### config.mk
export PLATFORM = sky130hd
export DESIGN_NAME = buddy_bitmap_allocator
export DESIGN_NICKNAME = d
export VERILOG_FILES = /design/src/hw/rtl/bba_pkg.sv /design/src/hw/rtl/bba_bitmem.sv /design/src/hw/rtl/bba_span.sv /design/src/hw/rtl/buddy_bitmap_allocator.sv
export SDC_FILE = /design/constraint.sdc
export NUM_CORES = 1
export LEC_CHECK = 0
export ABC_CLOCK_PERIOD_IN_PS = 13000
export BUFFER_PORTS_ARGS = -buffer_cell sky130_fd_sc_hd__buf_2
export CORE_UTILIZATION = 30
export CTS_BUF_LIST = sky130_fd_sc_hd__clkbuf_16
export CTS_CLUSTER_DIAMETER = 40
export DETAILED_ROUTE_END_ITERATION = 10
export GPL_ROUTABILITY_DRIVEN = 1
export PLACE_DENSITY = 0.43
export SYNTH_ARGS = -nofsm -noshare
export SYNTH_HDL_FRONTEND = slang
export SYNTH_SLANG_ARGS = --single-unit
### constraint.sdc
create_clock -name i_clk -period 13 [get_ports i_clk]
set_input_delay 0.65 -clock i_clk [delete_from_list [all_inputs] [get_ports i_clk]]
set_output_delay 0.65 -clock i_clk [all_outputs]
set_load 0.02 [all_outputs]
### src/hw/rtl/bba_pkg.sv
// shared types, sizes and helpers of the buddy bitmap allocator
package bba_pkg;

    // arena geometry, both powers of two
    localparam int MIN_BLOCK   = 16;
    localparam int ARENA_BYTES = 4096;

    localparam int MIN_SHIFT   = $clog2(MIN_BLOCK);
    localparam int ARENA_SHIFT = $clog2(ARENA_BYTES);
    localparam int LEAF_W      = ARENA_SHIFT - MIN_SHIFT;     // bits of a leaf position
    localparam int LEVELS      = LEAF_W + 1;
    localparam int LVL_W       = $clog2(LEVELS + 1);
    localparam int NODES       = 2 * (ARENA_BYTES / MIN_BLOCK) - 1;
    localparam int ADDR_W      = $clog2(NODES + 1);
    localparam int BYTES_W     = ARENA_SHIFT + 1;

    // transaction field widths
    localparam int FUNC_W   = 1;
    localparam int SIZE_W   = 13;
    localparam int OFF_W    = 12;
    localparam int STATUS_W = 2;

    typedef enum logic [FUNC_W-1:0] {
        FN_ALLOC = 1'b0,
        FN_FREE  = 1'b1
    } t_func;

    typedef enum logic [STATUS_W-1:0] {
        ST_OK        = 2'd0,
        ST_BAD_SIZE  = 2'd1,
        ST_NO_BLOCK  = 2'd2,
        ST_NOT_FOUND = 2'd3
    } t_status;

    typedef enum logic [3:0] {
        S_CLEAR,
        S_IDLE,
        S_SIZE,
        S_A_LVL,
        S_A_RD,
        S_A_CHK,
        S_F_RD,
        S_F_CHK,
        S_DONE
    } t_state;

    // range of node positions at one tree level
    typedef struct packed {
        logic [LEAF_W-1:0] lo;
        logic [LEAF_W-1:0] hi;
    } t_span;

    // heap index of position pos at level lvl
    function automatic logic [ADDR_W-1:0] node_addr(input logic [LVL_W-1:0] lvl,
                                                    input logic [LEAF_W-1:0] pos);
        logic [ADDR_W-1:0] base;
        base = (ADDR_W'(1) << lvl) - ADDR_W'(1);
        return base + ADDR_W'(pos);
    endfunction

endpackage

### src/hw/rtl/bba_bitmem.sv
// one-bit-wide node busy memory, one write and one registered read port
module bba_bitmem (
    input  logic                       i_clk,
    input  logic                       i_we,
    input  logic [bba_pkg::ADDR_W-1:0] i_waddr,
    input  logic                       i_wdata,
    input  logic [bba_pkg::ADDR_W-1:0] i_raddr,
    output logic                       o_rdata
);

    logic r_mem [bba_pkg::NODES];
    logic r_rdata;

    always_ff @(posedge i_clk) begin
        if (i_we) begin
            r_mem[i_waddr] <= i_wdata;
        end
    end

    always_ff @(posedge i_clk) begin
        r_rdata <= r_mem[i_raddr];
    end

    assign o_rdata = r_rdata;

endmodule

### src/hw/rtl/bba_span.sv
// shift unit: positions at one level that overlap a given block
module bba_span (
    input  logic [bba_pkg::LEAF_W-1:0] i_pos,
    input  logic [bba_pkg::LVL_W-1:0]  i_blk_lvl,
    input  logic [bba_pkg::LVL_W-1:0]  i_lvl,
    output bba_pkg::t_span             o_span
);

    logic [bba_pkg::LVL_W-1:0]  up_sh;
    logic [bba_pkg::LVL_W-1:0]  dn_sh;
    logic [bba_pkg::LEAF_W-1:0] ustart;
    logic [bba_pkg::LEAF_W:0]   ulen;
    logic [bba_pkg::LEAF_W-1:0] uend;

    // block extent in leaf units, then scaled to the probed level
    assign up_sh  = bba_pkg::LVL_W'(bba_pkg::LEAF_W) - i_blk_lvl;
    assign dn_sh  = bba_pkg::LVL_W'(bba_pkg::LEAF_W) - i_lvl;
    assign ustart = i_pos << up_sh;
    assign ulen   = (bba_pkg::LEAF_W + 1)'(1) << up_sh;
    assign uend   = ustart + bba_pkg::LEAF_W'(ulen - (bba_pkg::LEAF_W + 1)'(1));

    assign o_span.lo = ustart >> dn_sh;
    assign o_span.hi = uend >> dn_sh;

endmodule

### src/hw/rtl/buddy_bitmap_allocator.sv
// buddy allocator over a heap-ordered busy bitmap, top level
//
// input channel i_valid / o_ready carries one transaction: i_func selects
// allocate or free, i_req_size is the byte count of an allocate and
// i_free_offset the byte offset of a free. output channel o_valid / i_ready
// returns one transaction per request: o_status and o_block_offset.
// one request is worked on at a time; o_ready is high only while idle.
// allocate: the size is first rounded up to a block level, one level at a
// time; then for each candidate block a level step per tree level plus a
// read and a check per node (ancestors, own node, descendants) until a busy
// node is met; a free allocate of the whole arena reads all 511 nodes.
// free: a read and a check per level probed, from the leaf level upward. the
// done state moves the result to the output register; the node memory's
// single read port sets the pace.
// reset (synchronous, i_rst_n low) starts a clearing pass that writes
// every node free, one per cycle, with o_ready low.
// a result waits in the output register while i_ready is low; the next
// request may be accepted meanwhile, and its result holds in the done
// state until the register frees up.
module buddy_bitmap_allocator (
    input  logic                         i_clk,
    input  logic                         i_rst_n,
    input  logic                         i_valid,
    output logic                         o_ready,
    input  logic [bba_pkg::FUNC_W-1:0]   i_func,
    input  logic [bba_pkg::SIZE_W-1:0]   i_req_size,
    input  logic [bba_pkg::OFF_W-1:0]    i_free_offset,
    output logic                         o_valid,
    input  logic                         i_ready,
    output logic [bba_pkg::STATUS_W-1:0] o_status,
    output logic [bba_pkg::OFF_W-1:0]    o_block_offset
);

    bba_pkg::t_state r_state, n_state;

    // control and working registers
    logic [bba_pkg::ADDR_W-1:0]  r_clr_addr, n_clr_addr;
    logic [bba_pkg::SIZE_W-1:0]  r_size, n_size;
    logic [bba_pkg::LVL_W-1:0]   r_lvl, n_lvl;       // candidate block level
    logic [bba_pkg::LEAF_W-1:0]  r_cand, n_cand;     // candidate position
    logic [bba_pkg::LVL_W-1:0]   r_d, n_d;           // level being probed
    logic [bba_pkg::LEAF_W-1:0]  r_pos, n_pos;       // position being probed
    logic [bba_pkg::LEAF_W-1:0]  r_hi, n_hi;         // last position at this level
    bba_pkg::t_status            r_status, n_status;
    logic [bba_pkg::OFF_W-1:0]   r_off, n_off;

    // output register
    logic                        r_ovalid, n_ovalid;
    bba_pkg::t_status            r_ostatus, n_ostatus;
    logic [bba_pkg::OFF_W-1:0]   r_ooff, n_ooff;

    // memory and shift unit
    logic                        mem_we;
    logic [bba_pkg::ADDR_W-1:0]  mem_waddr;
    logic                        mem_wdata;
    logic [bba_pkg::ADDR_W-1:0]  mem_raddr;
    logic                        mem_rdata;
    bba_pkg::t_span              span;

    logic                        in_txn;
    logic                        out_free;
    logic                        size_bad;
    logic                        off_bad;
    logic [bba_pkg::BYTES_W-1:0] blk_bytes;
    logic [bba_pkg::LEAF_W-1:0]  cand_last;
    logic                        lvl_leaf;

    bba_bitmem u_mem (
        .i_clk   (i_clk),
        .i_we    (mem_we),
        .i_waddr (mem_waddr),
        .i_wdata (mem_wdata),
        .i_raddr (mem_raddr),
        .o_rdata (mem_rdata)
    );

    bba_span u_span (
        .i_pos     (r_cand),
        .i_blk_lvl (r_lvl),
        .i_lvl     (r_d),
        .o_span    (span)
    );

    assign o_ready        = (r_state == bba_pkg::S_IDLE);
    assign o_valid        = r_ovalid;
    assign o_status       = r_ostatus;
    assign o_block_offset = r_ooff;

    assign in_txn   = i_valid && o_ready;
    assign out_free = !r_ovalid || i_ready;

    // zero or oversize request
    assign size_bad = (i_req_size == '0) || (32'(i_req_size) > bba_pkg::ARENA_BYTES);
    assign off_bad  = (32'(i_free_offset) >= bba_pkg::ARENA_BYTES);

    // block size at the current candidate level
    assign blk_bytes = bba_pkg::BYTES_W'(bba_pkg::MIN_BLOCK)
                       << (bba_pkg::LVL_W'(bba_pkg::LEAF_W) - r_lvl);
    assign cand_last = bba_pkg::LEAF_W'(((bba_pkg::LEAF_W + 1)'(1) << r_lvl)
                       - (bba_pkg::LEAF_W + 1)'(1));
    assign lvl_leaf  = (r_d == bba_pkg::LVL_W'(bba_pkg::LEAF_W));

    // next state
    always_comb begin
        n_state = r_state;
        case (r_state)
            bba_pkg::S_CLEAR: begin
                if (r_clr_addr == bba_pkg::ADDR_W'(bba_pkg::NODES - 1)) begin
                    n_state = bba_pkg::S_IDLE;
                end
            end
            bba_pkg::S_IDLE: begin
                if (in_txn) begin
                    if (i_func == bba_pkg::FN_FREE) begin
                        n_state = off_bad ? bba_pkg::S_DONE : bba_pkg::S_F_RD;
                    end else begin
                        n_state = size_bad ? bba_pkg::S_DONE : bba_pkg::S_SIZE;
                    end
                end
            end
            bba_pkg::S_SIZE: begin
                if (32'(blk_bytes) >= 32'(r_size)) begin
                    n_state = bba_pkg::S_A_LVL;
                end
            end
            bba_pkg::S_A_LVL: n_state = bba_pkg::S_A_RD;
            bba_pkg::S_A_RD:  n_state = bba_pkg::S_A_CHK;
            bba_pkg::S_A_CHK: begin
                if (mem_rdata) begin
                    n_state = (r_cand == cand_last) ? bba_pkg::S_DONE : bba_pkg::S_A_LVL;
                end else if (r_pos != r_hi) begin
                    n_state = bba_pkg::S_A_RD;
                end else if (lvl_leaf) begin
                    n_state = bba_pkg::S_DONE;
                end else begin
                    n_state = bba_pkg::S_A_LVL;
                end
            end
            bba_pkg::S_F_RD: n_state = bba_pkg::S_F_CHK;
            bba_pkg::S_F_CHK: begin
                if (mem_rdata || r_d == '0) begin
                    n_state = bba_pkg::S_DONE;
                end else begin
                    n_state = bba_pkg::S_F_RD;
                end
            end
            bba_pkg::S_DONE: begin
                if (out_free) begin
                    n_state = bba_pkg::S_IDLE;
                end
            end
            default: n_state = bba_pkg::S_CLEAR;
        endcase
    end

    // datapath and memory control
    always_comb begin
        n_clr_addr = r_clr_addr;
        n_size     = r_size;
        n_lvl      = r_lvl;
        n_cand     = r_cand;
        n_d        = r_d;
        n_pos      = r_pos;
        n_hi       = r_hi;
        n_status   = r_status;
        n_off      = r_off;
        n_ovalid   = r_ovalid;
        n_ostatus  = r_ostatus;
        n_ooff     = r_ooff;
        mem_we     = 1'b0;
        mem_waddr  = bba_pkg::node_addr(r_d, span.lo);
        mem_wdata  = 1'b0;
        mem_raddr  = bba_pkg::node_addr(r_d, r_pos);

        // output transaction taken
        if (r_ovalid && i_ready) begin
            n_ovalid = 1'b0;
        end

        case (r_state)
            bba_pkg::S_CLEAR: begin
                mem_we     = 1'b1;
                mem_waddr  = r_clr_addr;
                n_clr_addr = r_clr_addr + bba_pkg::ADDR_W'(1);
            end
            bba_pkg::S_IDLE: begin
                if (in_txn) begin
                    n_status = bba_pkg::ST_OK;
                    n_off    = '0;
                    n_size   = i_req_size;
                    n_lvl    = bba_pkg::LVL_W'(bba_pkg::LEAF_W);
                    if (i_func == bba_pkg::FN_FREE) begin
                        // probe from the leaf level upward
                        n_cand = bba_pkg::LEAF_W'(i_free_offset >> bba_pkg::MIN_SHIFT);
                        n_d    = bba_pkg::LVL_W'(bba_pkg::LEAF_W);
                        if (off_bad) begin
                            n_status = bba_pkg::ST_NOT_FOUND;
                        end
                    end else begin
                        n_cand = '0;
                        n_d    = '0;
                        if (size_bad) begin
                            n_status = bba_pkg::ST_BAD_SIZE;
                        end
                    end
                end
            end
            bba_pkg::S_SIZE: begin
                // round up: one level larger per cycle
                if (32'(blk_bytes) < 32'(r_size)) begin
                    n_lvl = r_lvl - bba_pkg::LVL_W'(1);
                end
            end
            bba_pkg::S_A_LVL: begin
                n_pos = span.lo;
                n_hi  = span.hi;
            end
            bba_pkg::S_A_RD: begin
                mem_raddr = bba_pkg::node_addr(r_d, r_pos);
            end
            bba_pkg::S_A_CHK: begin
                if (mem_rdata) begin
                    // overlap found, move on to the next candidate, or fail after the last
                    if (r_cand == cand_last) begin
                        n_status = bba_pkg::ST_NO_BLOCK;
                    end else begin
                        n_cand = r_cand + bba_pkg::LEAF_W'(1);
                        n_d    = '0;
                    end
                end else if (r_pos != r_hi) begin
                    n_pos = r_pos + bba_pkg::LEAF_W'(1);
                end else if (lvl_leaf) begin
                    // whole path and subtree clear: take it
                    mem_we    = 1'b1;
                    mem_waddr = bba_pkg::node_addr(r_lvl, r_cand);
                    mem_wdata = 1'b1;
                    n_off     = bba_pkg::OFF_W'(32'(r_cand)
                                << (bba_pkg::MIN_SHIFT + bba_pkg::LEAF_W - int'(r_lvl)));
                end else begin
                    n_d = r_d + bba_pkg::LVL_W'(1);
                end
            end
            bba_pkg::S_F_RD: begin
                mem_raddr = bba_pkg::node_addr(r_d, span.lo);
            end
            bba_pkg::S_F_CHK: begin
                if (mem_rdata) begin
                    mem_we    = 1'b1;
                    mem_waddr = bba_pkg::node_addr(r_d, span.lo);
                    mem_wdata = 1'b0;
                end else if (r_d == '0) begin
                    n_status = bba_pkg::ST_NOT_FOUND;
                end else begin
                    n_d = r_d - bba_pkg::LVL_W'(1);
                end
            end
            bba_pkg::S_DONE: begin
                if (out_free) begin
                    n_ovalid  = 1'b1;
                    n_ostatus = r_status;
                    n_ooff    = r_off;
                end
            end
            default: begin
                n_clr_addr = '0;
            end
        endcase
    end

    // control registers
    always_ff @(posedge i_clk) begin
        if (!i_rst_n) begin
            r_state    <= bba_pkg::S_CLEAR;
            r_clr_addr <= '0;
            r_ovalid   <= 1'b0;
        end else begin
            r_state    <= n_state;
            r_clr_addr <= n_clr_addr;
            r_ovalid   <= n_ovalid;
        end
    end

    // payload registers
    always_ff @(posedge i_clk) begin
        r_size    <= n_size;
        r_lvl     <= n_lvl;
        r_cand    <= n_cand;
        r_d       <= n_d;
        r_pos     <= n_pos;
        r_hi      <= n_hi;
        r_status  <= n_status;
        r_off     <= n_off;
        r_ostatus <= n_ostatus;
        r_ooff    <= n_ooff;
    end

endmodule

==> results of run 1 <==
area by class of cell:
class | instances | area (um^2)
flip-flops and latches | 599 | 17800
clock inverters | 94 | 1160
inverters | 63 | 236
fillers | 9835 | 63300
multi-input cells | 1859 | 11100
repair buffers | 74 | 490
clock buffers | 110 | 2750
well taps | 1287 | 1610
critical path, cell delays in order, from the launching register on:
cell       delay, ns
edfxtp_1        0.70
clkinv_1        0.41
ha_1            0.77
mux2i_1         0.18
mux2i_1         0.50
nand2_1         0.11
a21oi_1         0.33
nand2_1         0.16
nand2_1         0.11
o21ai_0         0.13
mux2i_1         0.18
nor2b_1         0.39
fa_1            0.60
mux2i_4         0.17
buf_4           0.44
buf_4           0.77
nor2_1          0.42
a32oi_1         0.40
a31oi_1         0.14
a211oi_1        0.27
o311ai_0        0.28
o2111ai_1       0.23
o211ai_1        0.15
a211oi_2        0.22
routing by layer:
layer	track usage [%]	wire length, um	up-vias
li1	-	-	9767
met4	4.86	2000	0
met3	3.17	4500	128
met2	29.9	43100	514
met5	0	0	-
met1	23.9	40000	10600
registers in the layout (all words and copies together), names as in the netlist:
register	count
r_hi	8
r_d	4
o_valid	1
o_block_offset	12
r_size	13
r_lvl	4
r_off	12
u_mem.r_mem	511
r_state	4
r_pos	8
r_cand	8
r_clr_addr	9
r_status	2
u_mem.o_rdata	1
o_status	2
placed cells by master (no fill, tap or decap), types with 13 or more instances in the layout:
| cell type | count |
|---|---|
| nand2b_1 | 13 |
| inv_6 | 14 |
| mux2_2 | 14 |
| inv_1 | 69 |
| and3_1 | 18 |
| mux2i_1 | 76 |
| a32oi_1 | 18 |
| a221oi_1 | 29 |
| clkinv_2 | 18 |
| a211oi_1 | 15 |
| bufinv_16 | 20 |
| xor2_1 | 35 |
| nor2_1 | 619 |
| ha_1 | 67 |
| nor4_1 | 21 |
| mux4_2 | 43 |
| nor3_1 | 32 |
| o21ai_0 | 56 |
| buf_4 | 30 |
| dfxtp_1 | 15 |
| xnor2_1 | 27 |
| a21o_1 | 14 |
| buf_2 | 41 |
| nand3_1 | 86 |
| nand2_1 | 367 |
| a21oi_1 | 109 |
| clkbuf_16 | 110 |
| edfxtp_1 | 584 |
| nor2b_1 | 18 |
report_power, final:
part	internal [mW]	switching, mW
combinational	0.00771	0.0203
clock	1.96	1.04
sequential	2.09	0.00176
total	4.06	1.06
cells by family (layout without fill, tap and decap cells):
| kind of cell | Yosys count | count (layout) | synth area share, % |
|---|---|---|---|
| AOI/OAI and AO/OA | 365 | 365 | 8.29 |
| DFF | 599 | 599 | 59.8 |
| muxes | 139 | 139 | 6.61 |
| and+or+nand+nor | 1221 | 1221 | 16.9 |
| adders and majority gates | 72 | 72 | 3.11 |
| buffers and inverters | 233 | 341 | 3.41 |
| xor gates and xnor gates | 62 | 62 | 1.82 |
final timing paths:
kind | from | to | slack [ns] | cells past startpoint
max | r_lvl[0] | u_mem.o_rdata | 4.83 | 23
min | i_req_size[0] | r_size[0] | 0.21 | 1
max reg2reg | r_lvl[0] | u_mem.o_rdata | 4.83 | 23
min reg2reg | r_off[2] | o_block_offset[2] | 0.42 | 0
through the flow:
stage | utilization (%) | hold WS, ns | total power [mW] | setup WS (ns)
global placement | 31.8 | 0.404 | 2.16 | 4.95
detailed placement | 31.8 | 0.405 | 2.16 | 4.87
floorplan | - | 0.400 | 2.14 | 0.710
finish | 35.7 | 0.205 | 5.12 | 4.83
global route | 35.7 | 0.174 | 5.26 | 4.29
CTS | 35.7 | 0.153 | 5.17 | 4.88
Yosys cell counts (all sizes together), types with 17 or more instances:
| master | instances |
|---|---|
| nor2b | 18 |
| buf | 82 |
| nand2 | 367 |
| and3 | 18 |
| a21oi | 111 |
| a32oi | 18 |
| xnor2 | 27 |
| mux4 | 43 |
| nor4 | 22 |
| mux2 | 17 |
| nor3 | 34 |
| o21ai | 62 |
| ha | 67 |
| edfxtp | 584 |
| clkbuf | 88 |
| nor2 | 619 |
| mux2i | 79 |
| a221oi | 29 |
| nand3 | 90 |
| xor2 | 35 |
| inv | 62 |
==> reports/metrics.csv, run 1 <==
stage;metric;value;unit
floorplan;floorplan row count;115;
finish;Net count, final;2806;
clock_network;# hold bufs at CTS;0;
floorplan;number of top-level pins;46;
placement;routability cong.;0.842;
yosys;count of yosys warnings during synthesis;0;
finish;number of antenna diodes;0;
setup_path;nature of the critical path endpoint;register;
finish;Non-Filler Instances;4086;
yosys;share of flip-flops with an asynchronous set or reset after synthesis;0;%
grt;antenna violations before repair;2;
timing;worst clock skew;0.0650;ns
pwr;VDD IR max;0.141;mV
yosys;cell type with the highest aggregate area in the netlist;edfxtp_1;
clock_network;insertion delay to the later sink of the worst-skew pair;0.69;ns
floorplan;Die Span Y;317;um
finish;Area growth syn-to-layout;18.0;%
run_status;run status;complete, no violations;
setup_path;category of the worst setup path launch point;register;
yosys;top cell type's share of synthesized area;58.8;%
drt;count of TritonRoute iterations in the first routing pass;7;
min_path;worst min-delay path category;input port to register;
yosys;flop and latch count out of synthesis;599;
timing;final setup vio count;0;
floorplan;die area;101000;um^2
clock_network;CTS root buf;clkbuf_16;
placement;half-perimeter wire length after placement;54300;um
timing;unrepaired setup endpoints after global routing;no;
grt;largest net degree at the start of global routing;288;
floorplan;die span in x;317;um
clock_network;number of clock sinks;599;
placement;DP Cell Count;3882;
timing;worst slew margin relative to its limit;2.80;%
yosys;largest cells by area after synthesis;edfxtp_1 59%, nor2_1 7.8%, nand2_1 4.6%;
finish;final std cell area, no fill;35200;um^2
setup_path;crit path DAT;8.78;ns
clock_network;clock-pin slew of the registers on the worst-case setup and hold paths;0.05;ns
timing;slew of the pin with the lowest slew margin;1.46;ns
drt;Total Routed Length;89600;um
setup_path;data required time at the worst endpoint;13.61;ns
yosys;sequential cell area fraction in the yosys report;59.8;%
setup_path;Setup Crit Path Kind;register to register;
setup_path;worst-path maximum fanout;57;
grt;Total Routing Usage GR;17.9;%
yosys;top flip-flop cell by instance count after synthesis;edfxtp_1;
yosys;Post-Synthesis Net Count;2792;
timing;time the final worst path needs with I/O delays and setup;8.17;ns
drt;number of vias in the routed layout;21000;
clock_network;# resized after CTS;0;
yosys;number of distinct standard cells referenced by the synthesized netlist;79;
clock_network;clock tree from TritonCTS;done;
grt;total congestion overflow after global routing;0;
pwr;leakage power total;11.2;nW
timing;summed negative setup slack over all endpoints;0;ns
timing;maximum clock frequency;122;MHz
grt;via count of the first global-routing pass;21200;
floorplan;initial core utilization;30.3;%
clock_network;count of H-tree levels built during CTS;3;
floorplan;Core ar.;98400;um^2
drt;via count normalized by instance count;5.15;
placement;count of input and output buffers;41;
grt;first-pass GRT wire length;134000;um
pwr;pwr dens;145;nW/um^2
yosys;synthesized area per cell;11.1;um^2
yosys;Gate Count Post-Synth;2691;
timing;part of the cycle the worst path needs;62.8;%
clock_network;Setup Fix Bufs, Post-CTS;0;
placement;cell area reported after detailed placement;31300;um^2
yosys;count of flip-flops with a built-in enable after synthesis;584;
timing;fin. max-slew vios;0;
drt;routed length per instance;21.9;um
yosys;Synth Cell Area;29800;um^2
timing;Final Hold Fails;0;
job;reported max-cap violation count;0;
clock_network;Max Root-Sink Buffers;3;
finish;fraction of layout cells with a size suffix above 1;12.5;%
drt;Routed Antenna Nets;0;
clock_network;number of buffers created by CTS;108;
drt;DRC violation count after routing;0;
drt;DRC marker count from the first detailed-route iteration;1750;
No activity file was read; power rests on OpenSTA's default activity.
==> run 2: changes to the inputs <==
ABC_CLOCK_PERIOD_IN_PS = 7750   (was 13000)
PLACE_DENSITY = 0.41   (was 0.43)
clock period = 7.75 ns   (was 13 ns; I/O delays follow)
==> reports/metrics.csv, run 2 (synthesis gave the netlist of run 1 again) <==
stage;metric;value;unit;change
run_status;run status;complete, no violations;;unchanged
pwr;Comb power frac;0.8;%;was 0.5%
floorplan;floorplan row count;115;;unchanged
setup_path;category of the worst setup path launch point;register;;unchanged
placement;worst setup slack before clock tree synthesis;0.907;ns;was 4.87 ns
grt;via count of the first global-routing pass;21500;;was 21200
pwr;power spent charging and discharging nets;1.72;mW;was 1.06 mW
drt;Total Routed Length;92600;um;was 89600 um
timing;maximum clock frequency;145;MHz;was 122 MHz
drt;DRC marker count from the first detailed-route iteration;2077;;was 1750
timing;summed negative setup slack over all endpoints;0;ns;unchanged
timing;fin. max-slew vios;0;;unchanged
job;reported max-cap violation count;0;;unchanged
clock_network;number of buffers created by CTS;106;;was 108
pwr;sequential power share;41.8;%;was 40.9%
drt;DRC violation count after routing;0;;unchanged
setup_path;slowest cell on the critical path;a2111oi_1;;was ha_1
pwr;VDD IR max;0.154;mV;was 0.141 mV
timing;unrepaired setup endpoints after global routing;no;;unchanged
grt;total congestion overflow after global routing;0;;unchanged
timing;worst slew margin relative to its limit;15.2;%;was 2.80%
clock_network;number of clock sinks;599;;unchanged
finish;register ranked first by flip-flop count;u_mem.r_mem;;unchanged
grt;largest net degree at the start of global routing;277;;was 288
timing;part of the cycle the worst path needs;88.9;%;was 62.8%
timing;worst clock skew;0.0465;ns;was 0.0650 ns
setup_path;crit path DAT;7.43;ns;was 8.78 ns
pwr;pwr dens;236;nW/um^2;was 145 nW/um^2
clock_network;Setup Fix Bufs, Post-CTS;0;;unchanged
placement;routability cong.;0.839;;was 0.842
placement;count of input and output buffers;41;;unchanged
drt;routed length per instance;22.3;um;was 21.9 um
timing;final setup vio count;0;;unchanged
drt;Routed Antenna Nets;0;;unchanged
finish;leading cell types in the layout, fill and taps excluded;619 x nor2_1, 584 x edfxtp_1, 367 x nand2_1, 109 x a21oi_1, 108 x clkbuf_16;;was 619 x nor2_1, 584 x edfxtp_1, 367 x nand2_1, 110 x clkbuf_16, 109 x a21oi_1
timing;minimum setup slack in the final design;0.860;ns;was 4.83 ns
grt;Total Routing Usage GR;18.5;%;was 17.9%
clock_network;# resized after CTS;0;;unchanged
setup_path;worst-path maximum fanout;15;;was 57
clock_network;Max Root-Sink Buffers;3;;unchanged
drt;count of TritonRoute iterations in the first routing pass;5;;was 7
min_path;worst min-delay path category;input port to register;;unchanged
clock_network;insertion delay to the later sink of the worst-skew pair;0.68;ns;was 0.69 ns
clock_network;# hold bufs at CTS;15;;was 0
timing;time the final worst path needs with I/O delays and setup;6.89;ns;was 8.17 ns
finish;commonest non-fill, non-tap cell in the layout;nor2_1;;unchanged
placement;half-perimeter wire length after placement;58900;um;was 54300 um
finish;filler cell count;9875;;was 9835
setup_path;nature of the critical path endpoint;register;;unchanged
finish;fraction of layout cells with a size suffix above 1;13.4;%;was 12.5%
setup_path;ordered list of cells on the worst path;inv_1 -> ha_1 -> mux2i_1 -> mux2i_1 -> nand2_1 -> a21oi_1 -> nand2_1 -> nand2_1 -> o21ai_0 -> mux2i_1 -> nor2b_1 -> ha_1 -> a211oi_1 -> o31ai_1 -> a21oi_1 -> xnor2_1 -> a21o_1 -> a2111oi_1 -> or4_1 -> nor3_1 -> nor4_1 -> a211oi_2;;was clkinv_1 -> ha_1 -> mux2i_1 -> mux2i_1 -> nand2_1 -> a21oi_1 -> nand2_1 -> nand2_1 -> o21ai_0 -> mux2i_1 -> nor2b_1 -> fa_1 -> mux2i_4 -> buf_4 -> buf_4 -> nor2_1 -> a32oi_1 -> a31oi_1 -> a211oi_1 -> o311ai_0 -> o2111ai_1 -> o211ai_1 -> a211oi_2
finish;max reg flops;511;;unchanged
setup_path;delay contributed by the slowest stage of the critical path;1.12;ns;was 0.77 ns
floorplan;initial core utilization;30.3;%;unchanged
placement;DP Cell Count;3929;;was 3882
drt;via count normalized by instance count;5.16;;was 5.15
finish;Top Registers;u_mem.r_mem (511), r_size (13);;unchanged
clock_network;count of H-tree levels built during CTS;3;;unchanged
clock_network;CTS root buf;clkbuf_16;;unchanged
setup_path;data required time at the worst endpoint;8.29;ns;was 13.61 ns
floorplan;die span in x;317;um;unchanged
pwr;Cell Int Power;6.67;mW;was 4.06 mW
setup_path;top cell family by delay on the critical path;compound AO/OA/AOI/OAI gates;;unchanged
floorplan;die area;101000;um^2;unchanged
finish;Net count, final;2866;;was 2806
clock_network;clock-pin slew of the registers on the worst-case setup and hold paths;0.05;ns;about the same
timing;slew of the pin with the lowest slew margin;1.27;ns;was 1.46 ns
floorplan;Core ar.;98400;um^2;unchanged
clock_network;clock tree from TritonCTS;done;;unchanged
floorplan;number of top-level pins;46;;unchanged
pwr;Clk pwr share;57.4;%;was 58.5%
timing;Final Hold Fails;0;;unchanged
grt;first-pass GRT wire length;139000;um;was 134000 um
floorplan;Die Span Y;317;um;unchanged
finish;Area growth syn-to-layout;19.5;%;was 18.0%
pwr;leakage power total;11.5;nW;was 11.2 nW
setup_path;Worst Path Buf+Inv;1;;was 3
grt;antenna violations before repair;2;;unchanged
drt;number of vias in the routed layout;21400;;was 21000
pwr;sw frac;20.5;%;was 20.7%
setup_path;Setup Crit Path Kind;register to register;;unchanged
finish;Non-Filler Instances;4146;;was 4086
==> run 2: cell type report <==
type	count	area [um^2]	area share, %
Antenna cell	1	2.50	0.00702
Clock buffer	108	2700	7.58
Clock inverter	93	1040	2.91
Inverter	63	236	0.664
Multi-Input combinational cell	1859	11100	31.1
Sequential cell	599	17800	50.1
Tap cell	1287	1610	4.52
Timing Repair Buffer	136	1130	3.17
==> run 2: through the flow <==
stage | util, % | total power, mW | area [um^2] | hold WS (ns)
after floorplan | - | 3.60 | 29800 | 0.400
after global placement | 32.3 | 3.63 | 31700 | 0.410
after detailed placement | 32.3 | 3.63 | 31700 | 0.409
after CTS | 36.2 | 8.49 | 35600 | 0.0153
after global routing | 36.2 | 8.63 | 35600 | 0.0295
final | 36.2 | 8.40 | 35600 | 0.0612
==> run 2: path summary, 6_finish.rpt <==
kind / slack [ns] / to / startpoint / cells past startpoint
setup / recovery: 0.86 / u_mem.o_rdata / r_lvl[1] / 22
hold reg to reg: 0.41 / o_block_offset[4] / r_off[4] / 0
hold / removal: 0.06 / r_cand[7] / i_free_offset[11] / 3
setup reg to reg: 0.86 / u_mem.o_rdata / r_lvl[1] / 22
==> run 2: layer usage <==
layer	vias up	routed length [um]	part of all wire [%]	global-route usage, %
li1	9900	-	-	-
met1	10900	42200	46	25.1
met2	479	43800	47	30.4
met3	131	4400	4.8	3.00
met4	0	2240	2.4	5.42
met5	-	0	0	0
==> run 2: power by group through the flow <==
stage,combinational (mW),clock [mW],sequential (mW)
global placement,0.0561,0,3.57
detailed placement,0.0569,0,3.57
global route,0.0674,5.06,3.51
floorplan,0.0218,0,3.57
finish,0.0634,4.82,3.51
CTS,0.0631,4.92,3.51
==> run 2: tightest hold or removal path, stage by stage <==
cell     delay (ns)
buf_2          0.08
nand3_1        0.06
o21ai_0        0.06
